===== config.mk =====
export PLATFORM = sky130hd
export DESIGN_NAME = pal_cell
export DESIGN_NICKNAME = d
export VERILOG_FILES = /design/src/pal_pkg.sv /design/src/pal_cell.sv
export SDC_FILE = /design/constraint.sdc
export NUM_CORES = 1
export LEC_CHECK = 0
export BUFFER_PORTS_ARGS = -buffer_cell sky130_fd_sc_hd__buf_4
export CORE_UTILIZATION = 39
export DETAILED_ROUTE_END_ITERATION = 12
export PLACE_DENSITY = 0.87
export SYNTH_ARGS = -nofsm -noshare
export SYNTH_HDL_FRONTEND = slang
export SYNTH_SLANG_ARGS = --single-unit

===== constraint.sdc =====
create_clock -name clk -period 3.7 [get_ports clk]
set_clock_uncertainty 0.05 [all_clocks]
set_input_delay 0.37 -clock clk [delete_from_list [all_inputs] [get_ports clk]]
set_output_delay 0.37 -clock clk [all_outputs]
set_load 0.02 [all_outputs]

===== src/pal_pkg.sv =====
package pal_pkg;

  localparam int WORD_W   = 32;
  localparam int POS_W    = 7;
  localparam int KIND_W   = 2;
  localparam int COUNT_W  = 8;
  localparam int STATUS_W = 2;

  localparam logic [KIND_W-1:0] KIND_APPEND = 2'd0;
  localparam logic [KIND_W-1:0] KIND_INSERT = 2'd1;
  localparam logic [KIND_W-1:0] KIND_ERASE  = 2'd2;
  localparam logic [KIND_W-1:0] KIND_READ   = 2'd3;

  localparam logic [STATUS_W-1:0] ST_OK   = 2'd0;
  localparam logic [STATUS_W-1:0] ST_FULL = 2'd1;
  localparam logic [STATUS_W-1:0] ST_POS  = 2'd2;

  typedef enum logic [2:0] {
    CELL_HOLD,
    CELL_APPEND,
    CELL_INSERT,
    CELL_ERASE,
    CELL_READ
  } cell_op_t;

  typedef struct packed {
    cell_op_t                 op;
    logic signed [WORD_W-1:0] word;
  } cell_ctl_t;

endpackage


===== src/pal_cell.sv =====
module pal_cell #(
  parameter int AW  = 7,
  parameter int IDX = 0
) (
  input  logic                               clk,
  input  pal_pkg::cell_ctl_t                 ctl,
  input  logic [AW-1:0]                      at,
  input  logic signed [pal_pkg::WORD_W-1:0]  prev_word,
  input  logic signed [pal_pkg::WORD_W-1:0]  next_word,
  output logic signed [pal_pkg::WORD_W-1:0]  word,
  output logic signed [pal_pkg::WORD_W-1:0]  hit_word
);

  localparam logic [AW-1:0] ID = AW'(IDX);

  logic signed [pal_pkg::WORD_W-1:0] word_r;
  logic signed [pal_pkg::WORD_W-1:0] word_nxt;

  always_comb begin
    word_nxt = word_r;
    case (ctl.op)
      pal_pkg::CELL_APPEND: begin
        if (ID == at) word_nxt = ctl.word;
      end
      pal_pkg::CELL_INSERT: begin
        if (ID == at) word_nxt = ctl.word;
        else if (ID > at) word_nxt = prev_word;
      end
      pal_pkg::CELL_ERASE: begin
        if (ID >= at) word_nxt = next_word;
      end
      default: word_nxt = word_r;
    endcase
  end

  always_ff @(posedge clk) begin
    word_r <= word_nxt;
  end

  assign word     = word_r;
  assign hit_word = (ctl.op == pal_pkg::CELL_READ && ID == at) ? word_r : '0;

endmodule


==> results.md, run 1 <==
- Max VDD drop: 0.137 mV
- Seq/Total Area, Yosys: 36.9%
- Hold Path Class: input port to register
- Worst Path Buf+Inv: 2
- Syn_nets: 371
- CTS Root Cell: clkbuf_8
- Fmax: roughly 470 MHz
- DR pass1 iterations: 5
- Pin count of the biggest net entering global routing: 65
- Sw Ratio: about a quarter
- Clk network pwr share: 35.3%
- Combinational Power Share: 21.5%
- Initial DRC count: 165
- Port bufs: 170
- Sequential share of power: 43.2%
- Power per cell area: ~240 nW/µm²
- Leakage: 1.78 nW
- #FFs+latches synth: 32
- Remaining routing DRC violations: 0
- CTS sink cnt: 32
- Worst slew pin tran: 1.32 ns
- Minimum clock period: 2.11 ns
- DR vias/cell: 5.70
- Gp weighted congestion: 0.761
- Max FFs per register: 32
- Aggregate global routing overflow: 0
- Status: completed
- Grt met1 use: 26.7%
- Nets: 522
- Critical-path cell list: buf_4 -> nor3_4 -> and4_4 -> and2_1 -> buf_4
- Core Box Area: roughly 6400 µm²
- Grt peak-use layer: met2
- TritonCTS clock tree: yes
- Hold Buf Count CTS: 0
- Worst-path clk slew: 0.07 ns
- Die footprint: 7010 µm²
- First-pass GRT wire length: 13100 µm
- YS warnings: 0
- Routed WL: 8350 µm
- CP arrival: roughly 1.7 ns
- Longest Clk Path Bufs: 2
- P_int: 0.715 mW
- # setup viols final: 0
- Die Span X: 83.7 µm
- Worst setup EP type: output port
- Die H: 83.7 µm
- Sw Pwr: 0.220 mW
- Post-Syn Area: 2610 µm²
- Worst slew margin: 11.7%
- Postcts setup bufs: 0
- M3 GR Usage: 4.85%
- Post_cts resized: 0
- Crit start category: input port
- Pwr Total: 0.935 mW
- Final period util: 57.1%
- Htree depth: 2
- N_diodes: 0
- Tot GR Track Use: 23.3%
- Vias in the first global route: around 2700
- Final Hold Violating Endpoints: 0
- Antenna Nets Post-Route: 0
- Layout area overhead: 52.5%
- Post-DP HPWL: between 5000 and 6000 µm
- Distinct cell type count after synthesis: 18
- Initial antenna violation count: 0
- Number of max-cap violations: 0
- Critical path's top delay family: simple AND/OR/NAND/NOR gates
- Total CTS buffers: 5
- Slew Limit Fails: 0
- # IOs: 171
- Share of cells above drive strength 1: 52.6%
- CP max FO: 32
- Routed vias: 2811
- Synthesized area per cell: 9.87 µm²
- Wire per inst: 16.9 µm
- Final setup TNS: 0 ns
- Worst path required time: around 3.3 ns
- Highest-delay cell along the critical path: and4_4
- Max incr delay on CP: 0.49 ns
- Grt met2 use: 42.6%
- Row Count: 29
- RSZ-0062 raised after global routing: false
- Post-synthesis cell count: 264
- Initial Utilization: 40.8%
- CP most frequent cell: buf_4
- CP Class: input port to output port
cells by family after synthesis:
logic type	count (synthesis)	share of synthesized area, %
AO/OA/AOI/OAI	64	21.1
flip-flops	32	36.9
buffers and inverters	32	6.91
AND/OR/NAND/NOR	136	35.1
power by group through the flow:
stage | sequential (mW) | combinational, mW | clock [mW]
5_1_grt | 0.404 | 0.216 | 0.354
6_report | 0.404 | 0.201 | 0.330
2_1_floorplan | 0.413 | 0.0853 | 0
4_1_cts | 0.404 | 0.200 | 0.334
3_5_place_dp | 0.412 | 0.199 | 0
3_3_place_gp | 0.412 | 0.194 | 0
metrics by stage:
stage / instances / hold slack [ns] / setup slack (ns) / area [µm²] / util, %
2_1_floorplan: 264 / 0.521 / 0.896 / 2610 / -
3_3_place_gp: 485 / 0.615 / 1.51 / 3870 / 60.6
3_5_place_dp: 485 / 0.620 / 1.42 / 3870 / 60.6
4_1_cts: 493 / 0.327 / 1.56 / 3980 / 62.2
5_1_grt: 493 / 0.320 / 1.49 / 3980 / 62.2
6_report: 493 / 0.335 / 1.59 / 3980 / 62.2
Yosys cell counts:
cell	n	share of area [%]
a21oi_1	32	6.1
and4b_1	32	12
buf_4	1	0.29
nor3_2	1	0.38
edfxtp_1	32	37
o211ai_1	2	0.58
nand2b_1	1	0.24
clkbuf_1	16	2.3
o211ai_2	30	14
and2_1	33	7.9
nand4_1	32	7.7
nand2_1	32	4.6
nor3b_1	2	0.58
nor4_4	1	0.82
and4_4	1	0.43
buf_6	6	2.6
nor2_1	1	0.14
buf_2	9	1.7
worst paths after layout:
path | start | endpoint | slack (ns) | cells after the start
max | at[0] | hit_word[15] | 1.59 | 5
min | ctl[16] | word[16] | 0.34 | 3
layout by cell type (no fill, tap or decap), drive strengths merged, types with 2 or more instances in the layout:
| master | instances |
|---|---|
| edfxtp | 32 |
| nor3b | 2 |
| nand2 | 32 |
| and2 | 33 |
| nand4 | 32 |
| buf | 176 |
| clkbuf | 6 |
| o211ai | 32 |
| a21oi | 32 |
| and4b | 32 |
per-layer routing:
metal	vias up	wire length (µm)	part of all wire [%]
met2	169	4360	52
met5	-	0	0
met3	18	646	7.7
met1	1291	3160	38
met4	0	183	2.2
li1	1333	-	-
area by class of cell:
class / instances / area [µm²]
sequential: 32 / 961
clock buffer: 6 / 72.6
clock inverter: 2 / 35.0
multi-input combinational: 200 / 1490
tap: 77 / 96.3
fill: 538 / 2410
timing repair buffer: 176 / 1320
No activity file was read; power rests on OpenSTA's default activity.
==> inputs of run 2 (changes only) <==
--- a/config.mk
+++ b/config.mk
@@ -5,10 +5,11 @@
 export SDC_FILE = /design/constraint.sdc
 export NUM_CORES = 1
 export LEC_CHECK = 0
+export ABC_AREA = 1
 export BUFFER_PORTS_ARGS = -buffer_cell sky130_fd_sc_hd__buf_4
-export CORE_UTILIZATION = 39
+export CORE_UTILIZATION = 44
 export DETAILED_ROUTE_END_ITERATION = 12
-export PLACE_DENSITY = 0.87
+export PLACE_DENSITY = 0.91
 export SYNTH_ARGS = -nofsm -noshare
 export SYNTH_HDL_FRONTEND = slang
 export SYNTH_SLANG_ARGS = --single-unit
==> constraint.sdc (replaced) <==
create_clock -name clk -period 2.1 [get_ports clk]
set_clock_uncertainty 0.05 [all_clocks]
set_input_delay 0.21 -clock clk [delete_from_list [all_inputs] [get_ports clk]]
set_output_delay 0.21 -clock clk [all_outputs]
set_load 0.02 [all_outputs]
==> results.md, run 2 <==
- Max VDD drop: 0.277 mV
- Final Hold Violating Endpoints: 0
- Crit path capture: hit_word[22]
- Worst Setup SP: ctl[32]
- Htree depth: 2
- Post_cts resized: 0
- N_diodes: 0
- Status: completed
- Antenna Nets Post-Route: 0
- Leakage: 2.29 nW
- Most common library cells after synthesis: inv_1, nand3_1, o21ai_0
- Placed insts: 657
- Synth Area in XOR/XNOR: 0%
- Core Box Area: 6030 µm²
- Post-synthesis cell count: 429
- Top post-synthesis cells by area: edfxtp_1, inv_1, nand3_1
- Placed inst area: 4090 µm²
- Commonest non-fill, non-tap cell in the layout: buf_4
- Post-Syn Area: around 2800 µm²
- Worst-path clk slew: about 0.070 ns
- YS warnings: 0
- Nets: just under 700
- Main combinational cell family by area after synthesis: simple AND/OR/NAND/NOR gates
- Seq/Total Area, Yosys: between 30% and 40%
- Tot GR Track Use: 27.0%
- Total CTS buffers: 5
- Crit start category: input port
- Final period util: 85.1%
- CP Class: input port to output port
- Post-DP HPWL: 6630 µm
- Die H: between 80 and 90 µm
- Synth Area in Simple Gates: 30.0%
- Power per cell area: around 370 nW/µm²
- Slew Limit Fails: 0
- Postcts setup bufs: 0
- RSZ-0062 raised after global routing: false
- Synth Area in Adders: 0%
- DR pass1 iterations: 5
- Longest Clk Path Bufs: 2
- Most used DFF post-synth: edfxtp_1
- Port bufs: 170
- TritonCTS clock tree: yes
- Number of max-cap violations: 0
- Remaining routing DRC violations: 0
- Routed vias: 3396
- Wire per inst: 13.6 µm
- Initial Utilization: ~46%
- Layout area overhead: 49.8%
- Vias in the first global route: around 3100
- EDFF count, synth: 32
- DR vias/cell: 5.11
- Worst setup EP type: output port
- Post-synth top area cell: edfxtp_1
- Initial antenna violation count: 0
- Die Span X: 81.6 µm
- Non-Filler Instances: 665
- Max FFs per register: 32
- Distinct cell type count after synthesis: 17
- Post-synth top area share: 34.5%
- # IOs: 171
- #FFs+latches synth: 32
- CTS Root Cell: clkbuf_8
- Multi-input logic area: 1180 µm²
- Row Count: 28
- Routed WL: 9060 µm
- CTS sink cnt: 32
- Most common cell in the netlist: inv_1
- Pin count of the biggest net entering global routing: 37
- Die footprint: 6660 µm²
- Ys async rst share: 0%
- Initial DRC count: 292
- Register Area: 961 µm²
- Final Core Density: 69.3%
- Compound-gate portion of the synthesized area: 11.5%
- Pwr Total: 1.55 mW
- CP max FO: 32
- Worst path required time: 1.84 ns
- # setup viols final: 0
- Minimum clock period: 1.79 ns
- Mux cell area share after synthesis: 0%
- Fmax: 560 MHz
- Synthesized area per cell: roughly 6.5 µm²
- CP arrival: 1.53 ns
- Worst slew margin: 63.0%
- Fill cell count: 516
- Gp weighted congestion: around 0.8
- First-pass GRT wire length: 13800 µm
- Hold Buf Count CTS: 0
- Aggregate global routing overflow: 0
- Most frequent cells in the layout: buf_4, inv_1, nand3_1
- Worst slew pin tran: ~0.55 ns
- Syn_nets: ~540
- Hold Path Class: input port to register
- Share of cells above drive strength 1: around a third
- Non-Filler Cell Area, Final: 4170 µm²
[run 2: changes by cell type in the layout (fill, tap and decap cells not counted), sizes merged, moves of 3 or more]
cell / before / now
nand4: 32 / 1
nand3: 0 / 96
a21oi: 32 / 0
and4b: 32 / 0
o211ai: 32 / 0
and2: 33 / 0
inv: 0 / 133
o21ai: 0 / 64
buf: 176 / 181
nand2: 32 / 35
nor2: 1 / 38
[run 2: kinds of logic (layout without fill, tap and decap cells)]
| family | after synthesis | after routing |
|---|---|---|
| AO/OA/AOI/OAI | 64 | 64 |
| buffers and inverters | 161 | 322 |
| flip-flops | 32 | 32 |
| AND/OR/NAND/NOR | 172 | 172 |
[run 2: cell type report]
cell class / instances / area share [%]
Sequential cell: 32 / 23.0
Timing Repair Buffer: 181 / 32.6
Inverter: 133 / 12.0
Multi-Input combinational cell: 236 / 28.2
Clock buffer: 5 / 1.65
Tap cell: 75 / 2.25
Clock inverter: 3 / 0.330
[run 2: worst max-delay path: stages]
cell and delay (ns):
buf_4 0.12, nor2_2 0.22, nand4_4 0.48, nor2_1 0.30, buf_4 0.19
[run 2: metrics by stage]
step                TNS [ns]  setup slack [ns]  hold WS [ns]
global placement           0             0.443         0.529
CTS                        0             0.282         0.263
finish                     0             0.313         0.266
detailed placement         0             0.283         0.546
floorplan              -2.02           -0.0631         0.440
global route               0             0.183         0.258
[run 2: worst min-delay path by stage]
stage / startpoint / end / slack (ns) / cells past startpoint
after global placement: prev_word[3] / word[3] / 0.53 / 5
final: prev_word[26] / word[26] / 0.27 / 5
after floorplan: prev_word[20] / word[20] / 0.44 / 4
after CTS: prev_word[26] / word[26] / 0.26 / 5
after detailed placement: prev_word[30] / word[30] / 0.55 / 5
after global routing: prev_word[7] / word[7] / 0.26 / 5
[run 2: where the power goes]
group	internal, mW	switching (mW)	leakage [nW]
registers	0.711	0.00119	0.280
clock network	0.225	0.224	0.0453
logic	0.198	0.189	1.97
total	1.13	0.415	2.29
[run 2: routing by layer]
layer / up-vias / GRT usage [%] / part of all wire, %
li1: 1650 / - / -
met1: 1516 / 29.4 / 35
met2: 207 / 51.5 / 53
met3: 23 / 4.22 / 8.8
met4: 0 / 11.4 / 2.6
met5: - / 0 / 0
